--- src/sv/sel_pkg.sv ---
// ----------------------------------------------------------------------------
// sel_pkg
// Shared codes for the sorted edge list: operation kinds, status codes and
// the per-cycle cell command.
// ----------------------------------------------------------------------------
package sel_pkg;

    localparam int KIND_BITS   = 2;
    localparam int STATUS_BITS = 2;
    localparam int OP_BITS     = 3;

    typedef logic [KIND_BITS-1:0]   t_kind;
    typedef logic [STATUS_BITS-1:0] t_status;
    typedef logic [OP_BITS-1:0]     t_op;

    localparam t_kind KIND_INSERT  = 2'd0;
    localparam t_kind KIND_RM_HEAD = 2'd1;
    localparam t_kind KIND_RM_TAIL = 2'd2;
    localparam t_kind KIND_RM_KEY  = 2'd3;

    localparam t_status ST_DONE  = 2'd0;
    localparam t_status ST_EMPTY = 2'd1;
    localparam t_status ST_FULL  = 2'd2;

    // cell commands
    localparam t_op OP_IDLE    = 3'd0;
    localparam t_op OP_INSERT  = 3'd1;
    localparam t_op OP_RM_HEAD = 3'd2;
    localparam t_op OP_RM_TAIL = 3'd3;
    localparam t_op OP_RM_KEY  = 3'd4;

endpackage

--- src/sv/sel_cell.sv ---
// ----------------------------------------------------------------------------
// sel_cell
// One slot of the sorted chain. Holds one edge, flags weight order and key
// match, and shifts toward the tail on insert or toward the head on removal.
// ----------------------------------------------------------------------------
module sel_cell #(
    parameter int IDX      = 0,
    parameter int CNT_BITS = 5,
    parameter int VB       = 8,
    parameter int WB       = 16
) (
    input  logic                 i_clk,
    input  sel_pkg::t_op         i_op,
    input  logic [CNT_BITS-1:0]  i_count,
    input  logic [VB-1:0]        i_key_src,
    input  logic [VB-1:0]        i_key_dst,
    input  logic signed [WB-1:0] i_key_weight,
    input  logic                 i_le_left,
    input  logic                 i_found_left,
    input  logic [VB-1:0]        i_left_src,
    input  logic [VB-1:0]        i_left_dst,
    input  logic signed [WB-1:0] i_left_weight,
    input  logic [VB-1:0]        i_right_src,
    input  logic [VB-1:0]        i_right_dst,
    input  logic signed [WB-1:0] i_right_weight,
    output logic                 o_le,
    output logic                 o_found,
    output logic                 o_tail_hit,
    output logic [VB-1:0]        o_src,
    output logic [VB-1:0]        o_dst,
    output logic signed [WB-1:0] o_weight
);
    import sel_pkg::*;

    logic [VB-1:0]        r_src, n_src;
    logic [VB-1:0]        r_dst, n_dst;
    logic signed [WB-1:0] r_weight, n_weight;
    logic                 occ;
    logic                 last;
    logic                 hit;
    logic                 shift;

    assign occ  = CNT_BITS'(IDX) < i_count;
    assign last = CNT_BITS'(IDX + 1) == i_count;
    assign hit  = occ && (r_src == i_key_src) && (r_dst == i_key_dst);

    assign o_le       = occ && (r_weight <= i_key_weight);
    assign o_found    = i_found_left | hit;
    assign o_tail_hit = hit & last;

    always_comb begin
        n_src    = r_src;
        n_dst    = r_dst;
        n_weight = r_weight;
        shift    = 1'b0;
        case (i_op)
            OP_RM_HEAD: shift = 1'b1;
            OP_RM_TAIL: shift = last;
            OP_RM_KEY:  shift = o_found;
            default:    shift = 1'b0;
        endcase
        if (i_op == OP_INSERT && !o_le) begin
            if (i_le_left) begin
                n_src    = i_key_src;
                n_dst    = i_key_dst;
                n_weight = i_key_weight;
            end else begin
                n_src    = i_left_src;
                n_dst    = i_left_dst;
                n_weight = i_left_weight;
            end
        end else if (shift) begin
            n_src    = i_right_src;
            n_dst    = i_right_dst;
            n_weight = i_right_weight;
        end
    end

    always_ff @(posedge i_clk) begin
        r_src    <= n_src;
        r_dst    <= n_dst;
        r_weight <= n_weight;
    end

    assign o_src    = r_src;
    assign o_dst    = r_dst;
    assign o_weight = r_weight;

endmodule

--- src/sv/sorted_edge_list_top.sv ---
// ----------------------------------------------------------------------------
// sorted_edge_list_top
// Sorted-list priority queue of weighted edges built as a chain of cells.
//
//  channel   signals                                   handshake
//  command   i_kind i_src i_dst i_weight               start & !busy
//  result    o_status o_count o_head_valid o_head_*    o_done, one cycle
//
// The accept edge latches an item and sets busy; while busy, every cell
// updates at once from its neighbors. The result strobes in the cycle after
// that, while the next item may already be accepted. busy is high for the
// one update cycle. The receiver cannot stall. Reset empties the list at once.
// ----------------------------------------------------------------------------
module sorted_edge_list_top #(
    parameter int DEPTH       = 16,
    parameter int VERTEX_BITS = 8,
    parameter int WEIGHT_BITS = 16
) (
    input  logic                                  i_clk,
    input  logic                                  i_rst_n,
    input  logic                                  start,
    output logic                                  busy,
    input  sel_pkg::t_kind                        i_kind,
    input  logic [VERTEX_BITS-1:0]                i_src,
    input  logic [VERTEX_BITS-1:0]                i_dst,
    input  logic signed [WEIGHT_BITS-1:0]         i_weight,
    output logic                                  o_done,
    output sel_pkg::t_status                      o_status,
    output logic [$clog2(DEPTH+1)-1:0]            o_count,
    output logic                                  o_head_valid,
    output logic [VERTEX_BITS-1:0]                o_head_src,
    output logic [VERTEX_BITS-1:0]                o_head_dst,
    output logic signed [WEIGHT_BITS-1:0]         o_head_weight
);
    import sel_pkg::*;

    localparam int CNT_BITS = $clog2(DEPTH + 1);

    logic                          r_busy, r_done;
    logic [CNT_BITS-1:0]           r_count, n_count;
    t_status                       r_status, n_status;
    t_kind                         r_kind;
    logic [VERTEX_BITS-1:0]        r_src, r_dst;
    logic signed [WEIGHT_BITS-1:0] r_weight;
    t_op                           op;

    logic [VERTEX_BITS-1:0]        c_src [DEPTH];
    logic [VERTEX_BITS-1:0]        c_dst [DEPTH];
    logic signed [WEIGHT_BITS-1:0] c_weight [DEPTH];
    logic [DEPTH-1:0]              c_le, c_found, c_tail_hit;
    logic                          head_hit, tail_hit, any_hit, full, empty;

    assign full     = r_count == CNT_BITS'(DEPTH);
    assign empty    = r_count == '0;
    assign head_hit = c_found[0];
    assign tail_hit = |c_tail_hit;
    assign any_hit  = c_found[DEPTH-1];

    genvar g;
    generate
        for (g = 0; g < DEPTH; g++) begin : g_cell
            logic                          le_l, found_l;
            logic [VERTEX_BITS-1:0]        l_src, l_dst, rt_src, rt_dst;
            logic signed [WEIGHT_BITS-1:0] l_weight, rt_weight;
            if (g == 0) begin : g_first
                assign le_l     = 1'b1;
                assign found_l  = 1'b0;
                assign l_src    = r_src;
                assign l_dst    = r_dst;
                assign l_weight = r_weight;
            end else begin : g_mid
                assign le_l     = c_le[g-1];
                assign found_l  = c_found[g-1];
                assign l_src    = c_src[g-1];
                assign l_dst    = c_dst[g-1];
                assign l_weight = c_weight[g-1];
            end
            if (g == DEPTH - 1) begin : g_last
                assign rt_src    = c_src[g];
                assign rt_dst    = c_dst[g];
                assign rt_weight = c_weight[g];
            end else begin : g_inner
                assign rt_src    = c_src[g+1];
                assign rt_dst    = c_dst[g+1];
                assign rt_weight = c_weight[g+1];
            end
            sel_cell #(
                .IDX      (g),
                .CNT_BITS (CNT_BITS),
                .VB       (VERTEX_BITS),
                .WB       (WEIGHT_BITS)
            ) u_cell (
                .i_clk          (i_clk),
                .i_op           (op),
                .i_count        (r_count),
                .i_key_src      (r_src),
                .i_key_dst      (r_dst),
                .i_key_weight   (r_weight),
                .i_le_left      (le_l),
                .i_found_left   (found_l),
                .i_left_src     (l_src),
                .i_left_dst     (l_dst),
                .i_left_weight  (l_weight),
                .i_right_src    (rt_src),
                .i_right_dst    (rt_dst),
                .i_right_weight (rt_weight),
                .o_le           (c_le[g]),
                .o_found        (c_found[g]),
                .o_tail_hit     (c_tail_hit[g]),
                .o_src          (c_src[g]),
                .o_dst          (c_dst[g]),
                .o_weight       (c_weight[g])
            );
        end
    endgenerate

    always_comb begin
        op       = OP_IDLE;
        n_status = ST_DONE;
        n_count  = r_count;
        if (r_busy) begin
            if (r_kind == KIND_INSERT) begin
                if (full) begin
                    n_status = ST_FULL;
                end else begin
                    op      = OP_INSERT;
                    n_count = r_count + CNT_BITS'(1);
                end
            end else if (empty) begin
                n_status = ST_EMPTY;
            end else begin
                n_count = r_count - CNT_BITS'(1);
                unique case (r_kind)
                    KIND_RM_HEAD: op = OP_RM_HEAD;
                    KIND_RM_TAIL: op = OP_RM_TAIL;
                    default: begin
                        if (head_hit) begin
                            op = OP_RM_HEAD;
                        end else if (tail_hit) begin
                            op = OP_RM_TAIL;
                        end else if (any_hit) begin
                            op = OP_RM_KEY;
                        end else begin
                            n_status = ST_EMPTY;
                            n_count  = r_count;
                        end
                    end
                endcase
            end
        end
    end

    always_ff @(posedge i_clk) begin
        if (!i_rst_n) begin
            r_busy  <= 1'b0;
            r_done  <= 1'b0;
            r_count <= '0;
        end else begin
            r_busy  <= start & ~r_busy;
            r_done  <= r_busy;
            r_count <= n_count;
        end
    end

    always_ff @(posedge i_clk) begin
        if (start && !r_busy) begin
            r_kind   <= i_kind;
            r_src    <= i_src;
            r_dst    <= i_dst;
            r_weight <= i_weight;
        end
        if (r_busy) begin
            r_status <= n_status;
        end
    end

    assign busy          = r_busy;
    assign o_done        = r_done;
    assign o_status      = r_status;
    assign o_count       = r_count;
    assign o_head_valid  = !empty;
    assign o_head_src    = empty ? '0 : c_src[0];
    assign o_head_dst    = empty ? '0 : c_dst[0];
    assign o_head_weight = empty ? '0 : c_weight[0];

endmodule
--- config.mk ---
export PLATFORM = sky130hd
export DESIGN_NAME = sorted_edge_list_top
export DESIGN_NICKNAME = d
export VERILOG_FILES = /design/src/sv/sel_pkg.sv /design/src/sv/sel_cell.sv /design/src/sv/sorted_edge_list_top.sv
export SDC_FILE = /design/constraint.sdc
export NUM_CORES = 2
export LEC_CHECK = 0
export BUFFER_PORTS_ARGS = -buffer_cell sky130_fd_sc_hd__buf_2
export CORE_ASPECT_RATIO = 1.4
export CORE_MARGIN = 5
export CORE_UTILIZATION = 45
export CTS_CLUSTER_DIAMETER = 40
export DETAILED_ROUTE_END_ITERATION = 10
export GPL_ROUTABILITY_DRIVEN = 0
export SETUP_SLACK_MARGIN = 0.2
export SYNTH_ARGS = -nofsm -noshare
export SYNTH_HDL_FRONTEND = slang
export SYNTH_SLANG_ARGS = --single-unit
--- constraint.sdc ---
create_clock -name i_clk -period 7.9 [get_ports i_clk]
set_input_delay 2.37 -clock i_clk [delete_from_list [all_inputs] [get_ports i_clk]]
set_output_delay 2.37 -clock i_clk [all_outputs]
set_load 0.005 [all_outputs]
**Word-level counts from Yosys, hierarchy flattened**

Index checks and enable logic that the tools add are counted.

- Add/sub/neg operators: 2
- Order comparisons: 32
- Equal/unequal tests: 57
- Muxes and demuxes: 175
- Bitwise gates (word level): 33
- Reduce and logical (&&, ||, !) cells: 104

Operator list:

| operator | count |
|---|---|
| 16-bit 2-to-1 mux | 46 |
| 8-bit 2-to-1 mux | 92 |
| 8-bit equality test | 32 |
| 16-bit <= comparator | 16 |
| 1-bit logical AND | 65 |
| 1-bit one-hot mux with 3 select lines | 15 |
| 4-bit by 5-bit equality test with 1-bit output (first input constant) | 8 |
| 4-bit by 5-bit < comparator with 1-bit output (first input constant) | 8 |
| 5-bit 2-to-1 mux | 7 |
| 2-bit nonzero test | 15 |
| 3-bit by 5-bit equality test with 1-bit output (first input constant) | 4 |
| 3-bit by 5-bit < comparator with 1-bit output (first input constant) | 4 |
| 1-bit logical NOT | 18 |
| 3-bit 2-to-1 mux | 6 |
| 1-bit bitwise AND | 17 |
| 16-bit OR reduction | 1 |
| 1-bit bitwise OR | 15 |
| 2-bit by 5-bit equality test with 1-bit output (first input constant) | 2 |
| 1-bit by 5-bit < comparator with 1-bit output (first input constant) | 2 |
| 2-bit by 5-bit < comparator with 1-bit output (first input constant) | 2 |
| 3-bit by 2-bit equality test with 1-bit output (second input constant) | 2 |
| 1-bit 2-to-1 mux | 6 |
| 3-bit one-hot mux with 2 select lines | 1 |
| 5-bit by 1-bit adder with 5-bit output (second input constant) | 1 |
| other kinds (17) | 18 |

- Register bits: 555
- Output and inout bits: 42

**Depth between registers and ports, before layout**

- Word-level depth: 29
- Gate-level depth with buffers: 15
- Gate-level depth less buffers: 12

**Hierarchy**

Synthesis repeated with hierarchy kept, for this count alone.

- Cell total of the unflattened synthesis: 4435
- Area, all modules: 46105.5 sq um

Modules (own cells, without submodules):

| module | times used | cells each | area each (sq um) |
|---|---|---|---|
| sel_cell at g_cell[2].u_cell | 1 | 388 | 3253.1 |
| sel_cell at g_cell[12].u_cell | 1 | 390 | 3225.6 |
| sel_cell at g_cell[1].u_cell | 1 | 320 | 3186.8 |
| sel_cell at g_cell[0].u_cell | 1 | 389 | 3119.2 |
| sel_cell at g_cell[13].u_cell | 1 | 387 | 3118.0 |
| sel_cell at g_cell[14].u_cell | 1 | 388 | 3114.2 |
| sel_cell at g_cell[4].u_cell | 1 | 203 | 2608.8 |
| sel_cell at g_cell[5].u_cell | 1 | 199 | 2595.0 |
| sel_cell at g_cell[6].u_cell | 1 | 201 | 2591.2 |
| sel_cell at g_cell[10].u_cell | 1 | 198 | 2590.0 |
| sel_cell at g_cell[15].u_cell | 1 | 194 | 2566.2 |
| sel_cell at g_cell[3].u_cell | 1 | 216 | 2512.4 |
| sel_cell at g_cell[8].u_cell | 1 | 203 | 2456.1 |
| sel_cell at g_cell[9].u_cell | 1 | 198 | 2438.6 |
| +3 rows | n/a | n/a | n/a |

**Worst setup path after synthesis**

Ideal clock, no wire load.

- Path type: register to register
- Start: reg r_dst[4] (netlist: g_cell[0].l_dst[4])
- End: reg g_cell[9].u_cell.r_dst[0], enable pin
- Arrival: 4.637 ns
- Data required time: 7.434 ns
- Slack: 2.798 ns
- Cell stages (with the launch flop): 14
- Path buffers: 4
- Clock period less this slack: 5.102 ns
- Cells stage by stage: edfxtp_1 buf_4 buf_6 buf_2 xor2_1 nor4_1 nand4_1 o32ai_1 a21oi_1 and3b_1 o2bb2ai_2 buf_2 o21a_1 o21ai_0

- Cells in the longest elaborated chain, start to end: 27
- Elaborated cells on any way between the ends: 78
- Those cells by class: eq/ne: 20; mux: 8; bitwise: 31; reduce/logical: 19

Ends and longest elaborated chain:

| item | RTL line | text |
|---|---|---|
| start: declaration | sorted_edge_list_top.sv:43 | `logic [VERTEX_BITS-1:0] r_src, r_dst;` |
| start signal: assignment | sorted_edge_list_top.sv:169 | `r_dst <= i_dst;` |
| 8-bit equality test | sel_cell.sv:45 | `assign hit = occ && (r_src == i_key_src) && (r_dst == i_key_dst);` |
| 1-bit logical AND | sel_cell.sv:45 |  |
| 1-bit bitwise OR (15 in series) | sel_cell.sv:48 | `assign o_found = i_found_left \| hit;` |
| 3-bit 2-to-1 mux | sorted_edge_list_top.sv:141 | `end else if (any_hit) begin` |
| 3-bit 2-to-1 mux | sorted_edge_list_top.sv:139 | `end else if (tail_hit) begin` |
| 3-bit 2-to-1 mux | sorted_edge_list_top.sv:137 | `if (head_hit) begin` |
| 3-bit one-hot mux with 2 select lines | sorted_edge_list_top.sv:133 | `unique case (r_kind)` |
| 3-bit 2-to-1 mux | sorted_edge_list_top.sv:129 | `end else if (empty) begin` |
| 3-bit 2-to-1 mux | sorted_edge_list_top.sv:122 | `if (r_kind == KIND_INSERT) begin` |
| 3-bit 2-to-1 mux | sorted_edge_list_top.sv:121 | `if (r_busy) begin` |
| 3-bit equality test, or another cell as far along | n/a |  |
| 1-bit one-hot mux with 3 select lines or 1-bit logical AND (tied branches) | sel_cell.sv:56, sel_cell.sv:62 |  |
| 2-bit nonzero test (no line) (*) | n/a |  |
| end signal: assignment | sel_cell.sv:81 | `r_dst <= n_dst;` |
| end: declaration | sel_cell.sv:36 | `logic [VB-1:0] r_dst, n_dst;` |

Every way passes the cells marked *; elsewhere a longest branch is shown, timed or not.
A chain may end at the register's enable or synchronous reset.

**Worst setup path after layout**

- Start: reg r_count[2] (netlist: o_count[2])
- End: out o_head_src[4]

- Cells in the longest elaborated chain, start to end: 2

Ends and longest elaborated chain:

| item | RTL line | text |
|---|---|---|
| start: declaration | sorted_edge_list_top.sv:40 | `logic [CNT_BITS-1:0] r_count, n_count;` |
| start signal: assignment | sorted_edge_list_top.sv:161 | `r_count <= n_count;` |
| 5-bit logical NOT | sorted_edge_list_top.sv:54 | `assign empty = r_count == '0;` |
| 8-bit 2-to-1 mux | sorted_edge_list_top.sv:182 | `assign o_head_src = empty ? '0 : c_src[0];` |
| end: declaration | sorted_edge_list_top.sv:31 | `output logic [VERTEX_BITS-1:0] o_head_src,` |

Every way passes these cells.

==> out/metrics.cfg <==
[sta]
fmax_mhz = 177
maxSlewViolCount = 0
post-route-min-period_ns = 5.66
rsz0062_at_grt = no
skew_ns = 0.0219
min_period_over_period_pct = 71.6
report.final.setup_viol = 0
worst_pin_slew_ns = 1.21
slew_headroom_pct = 19.3
fin_tns_setup_ns = 0
finalHoldViolCount = 0
hold_ws_ns = 0.558

[yosys]
synth_edf_count = 548
synthFlopType = edfxtp_1
ys_seq_elements = 555
syn_area_um2 = 37300
synth-async-reset-ratio_pct = 0
synth-seq-area-share_pct = 44.4
syn_area_per_cell_um2 = 10.2
ys_types = 78
syn_inst = 3667
ys_warn_count = 0
synth_fp_nets = 3967

[worst_setup_path]
crit_type = reg2out
path_cells = nor3_4, and2_1, inv_1, and2_1, buf_2
crit_buf_inv = 2
cp_max_fo = 36
crit_top_cell = and2_1
crit_slowest_cell = nor3_4
worstSetupEndpointType = output port
required_ns = 5.53
arrival_ns = 3.29
cp-start-kind = flip-flop
crit_family = simple AND/OR/NAND/NOR gates
critPathMaxStageDelay_ns = 0.69

[global_routing]
grt_pass1_vias = 29300
antenna_found_initial = 0
grt_pass1_wl_mm = 176
globalRouteOverflowTotal = 0
grt_max_degree = 66
gr-usage-all-layers_pct = 25.1

[die]
core_um2 = 82700
core.rowCount = 125
die_width_um = 253
die-height_um = 351
die_area_um2 = 88900
initial_utilization_pct = 45.1
io_pins = 79

[cells_and_area]
n_antenna_cell = 0
layout_commonest_cell = edfxtp_1
nets = 3970
final_util_pct = 50.6
syn_to_final_growth_pct = 12.0
fillers = 7508
layout_common_cells = 548 x edfxtp_1, 389 x nand2_1, 381 x mux2i_1
layout-drive-gt1-share_pct = 11.5
fin_cells = 4823

[detailed_routing]
viasPerCell = 5.93
ant_nets = 0
top_layer = met4
dr.pass1.iters = 5
dr_wl_met2_mm = 57.9
wl_per_cell_um = 23.7
wl_met1_mm = 46.7
routed_wirelength_mm = 115
drcViolationCount = 0
drt_iter0_drc = 2292
via_count = 28600
wl_met3_mm = 5.32

[min_path]
hp-class = reg2reg

[placement]
hpwlAfterDp_mm = 83.5
numPlacedInstances = 4661
io_buffers = 78

[clock_tree]
holdBufCountCts = 0
clk-insertion-delay-late_ns = 0.65
post-cts-setup-buffers = 0
cts-buffers-inserted = 86
cts_buffer_depth = 3
htreeDepth = 3
cts_root_buf = clkbuf_16
cts_sinks = 555
path_clk_slew_ns = 0.06
cts_tree = done
cts_resized = 0

[pwr]
power.density_nw_per_um2 = 200
peakVddDrop_uv = 175
leakage_uw = 0.0165

[flow_run]
maxCapViolCount = 0

[outcome]
outcome = finished clean

layer usage:
metal  vias to the layer above  track usage (%)
met3                       269             3.15
li1                      13500                -
met1                     14000             31.4
met2                       865             44.4
met4                         0             9.72
met5                         -                0
logic make-up (layout without fill, tap and decap cells):
group | count (synthesis) | count (layout) | synth area share, %
compound gates | 816 | 816 | 12.2
xor+xnor | 259 | 259 | 6.07
fa+ha+maj | 263 | 263 | 8.81
buf+inv | 305 | 382 | 3.82
flops | 555 | 555 | 44.4
mux | 430 | 430 | 11.7
simple gates | 1039 | 1039 | 13.0
cells in the mapped netlist, types with 9 or more instances:
library cell    n  area, µm²
nor2b_1        30        188
buf_6          20        225
nand2_1       393       1480
mux2_2         49        552
nor2_1        272       1020
inv_1          49        184
nor4_1         79        494
edfxtp_1      548      16500
nand3_1        48        240
nand4_1        59        369
or3_1           9       56.3
clkbuf_1      158        593
o21a_1         47        353
and2_1         43        269
ha_1          263       3290
nor3_1         30        150
buf_2          46        230
o21ai_0       381       1910
nand2b_1       22        138
a21o_1         35        263
buf_4          20        150
xnor2_1        37        324
a21oi_1       270       1350
buf_1          12       45.0
mux2i_1       381       3810
xor2_1        222       1940
sequential cells by signal (all words and copies together) (netlist names):
register                cells
g_cell.u_cell.o_weight    256
g_cell.u_cell.o_dst       128
g_cell.u_cell.o_src       128
g_cell.l_weight            16
g_cell.l_dst                8
g_cell.l_src                8
o_count                     5
o_status                    2
r_kind                      2
busy                        1
o_done                      1
worst reg2reg max path, stage by stage (launching register included):
cell,delay (ns)
edfxtp_1,0.92
xor2_1,0.22
nor4_1,0.32
nand3_1,0.14
nor4b_1,0.97
a2111oi_0,0.33
and3_1,0.31
a21o_1,0.36
o21ai_0,0.18
a22o_1,0.71
buf_4,0.39
final timing paths:
check / startpoint / end / slack, ns / cells after the start
setup reg to reg: g_cell[0].l_dst[1]$_DFFE_PP_ / g_cell[7].u_cell.o_src[6]$_DFFE_PP_ / 2.71 / 10
hold / removal: g_cell[15].u_cell.o_weight[11]$_DFFE_PP_ / g_cell[14].u_cell.o_weight[11]$_DFFE_PP_ / 0.56 / 2
setup / recovery: o_count[2]$_SDFFE_PN0P_ / o_head_src[4] / 2.24 / 5
hold reg to reg: g_cell[15].u_cell.o_weight[11]$_DFFE_PP_ / g_cell[14].u_cell.o_weight[11]$_DFFE_PP_ / 0.56 / 2
cell type report:
| class | count | area, µm² | share of cell area, % |
|---|---|---|---|
| well taps | 1079 | 1350 | 3.23 |
| repair buffers | 171 | 1100 | 2.63 |
| clock buffers | 91 | 2210 | 5.29 |
| inverters | 49 | 184 | 0.440 |
| flip-flops and latches | 555 | 16600 | 39.7 |
| clock inverters | 71 | 772 | 1.85 |
| multi-input cells | 2807 | 19600 | 46.9 |
power by group:
group / total (µW) / switching, µW / internal (µW) / leakage [µW]
combinational: 920 / 577 / 343 / 0.0100
clock: 3990 / 1600 / 2390 / 0.00146
sequential: 3450 / 116 / 3330 / 0.00504
total: 8360 / 2290 / 6060 / 0.0165
per-stage QoR:
step | cell area (µm²) | power (µW) | setup WS, ns
floorplan | 37300 | 4100 | 2.80
global placement | 38800 | 4400 | 2.75
detailed placement | 38800 | 4410 | 2.81
CTS | 41800 | 8420 | 2.18
global route | 41800 | 8660 | 2.07
finish | 41800 | 8360 | 2.24
Note: power is estimated with default switching activity, not from simulation.
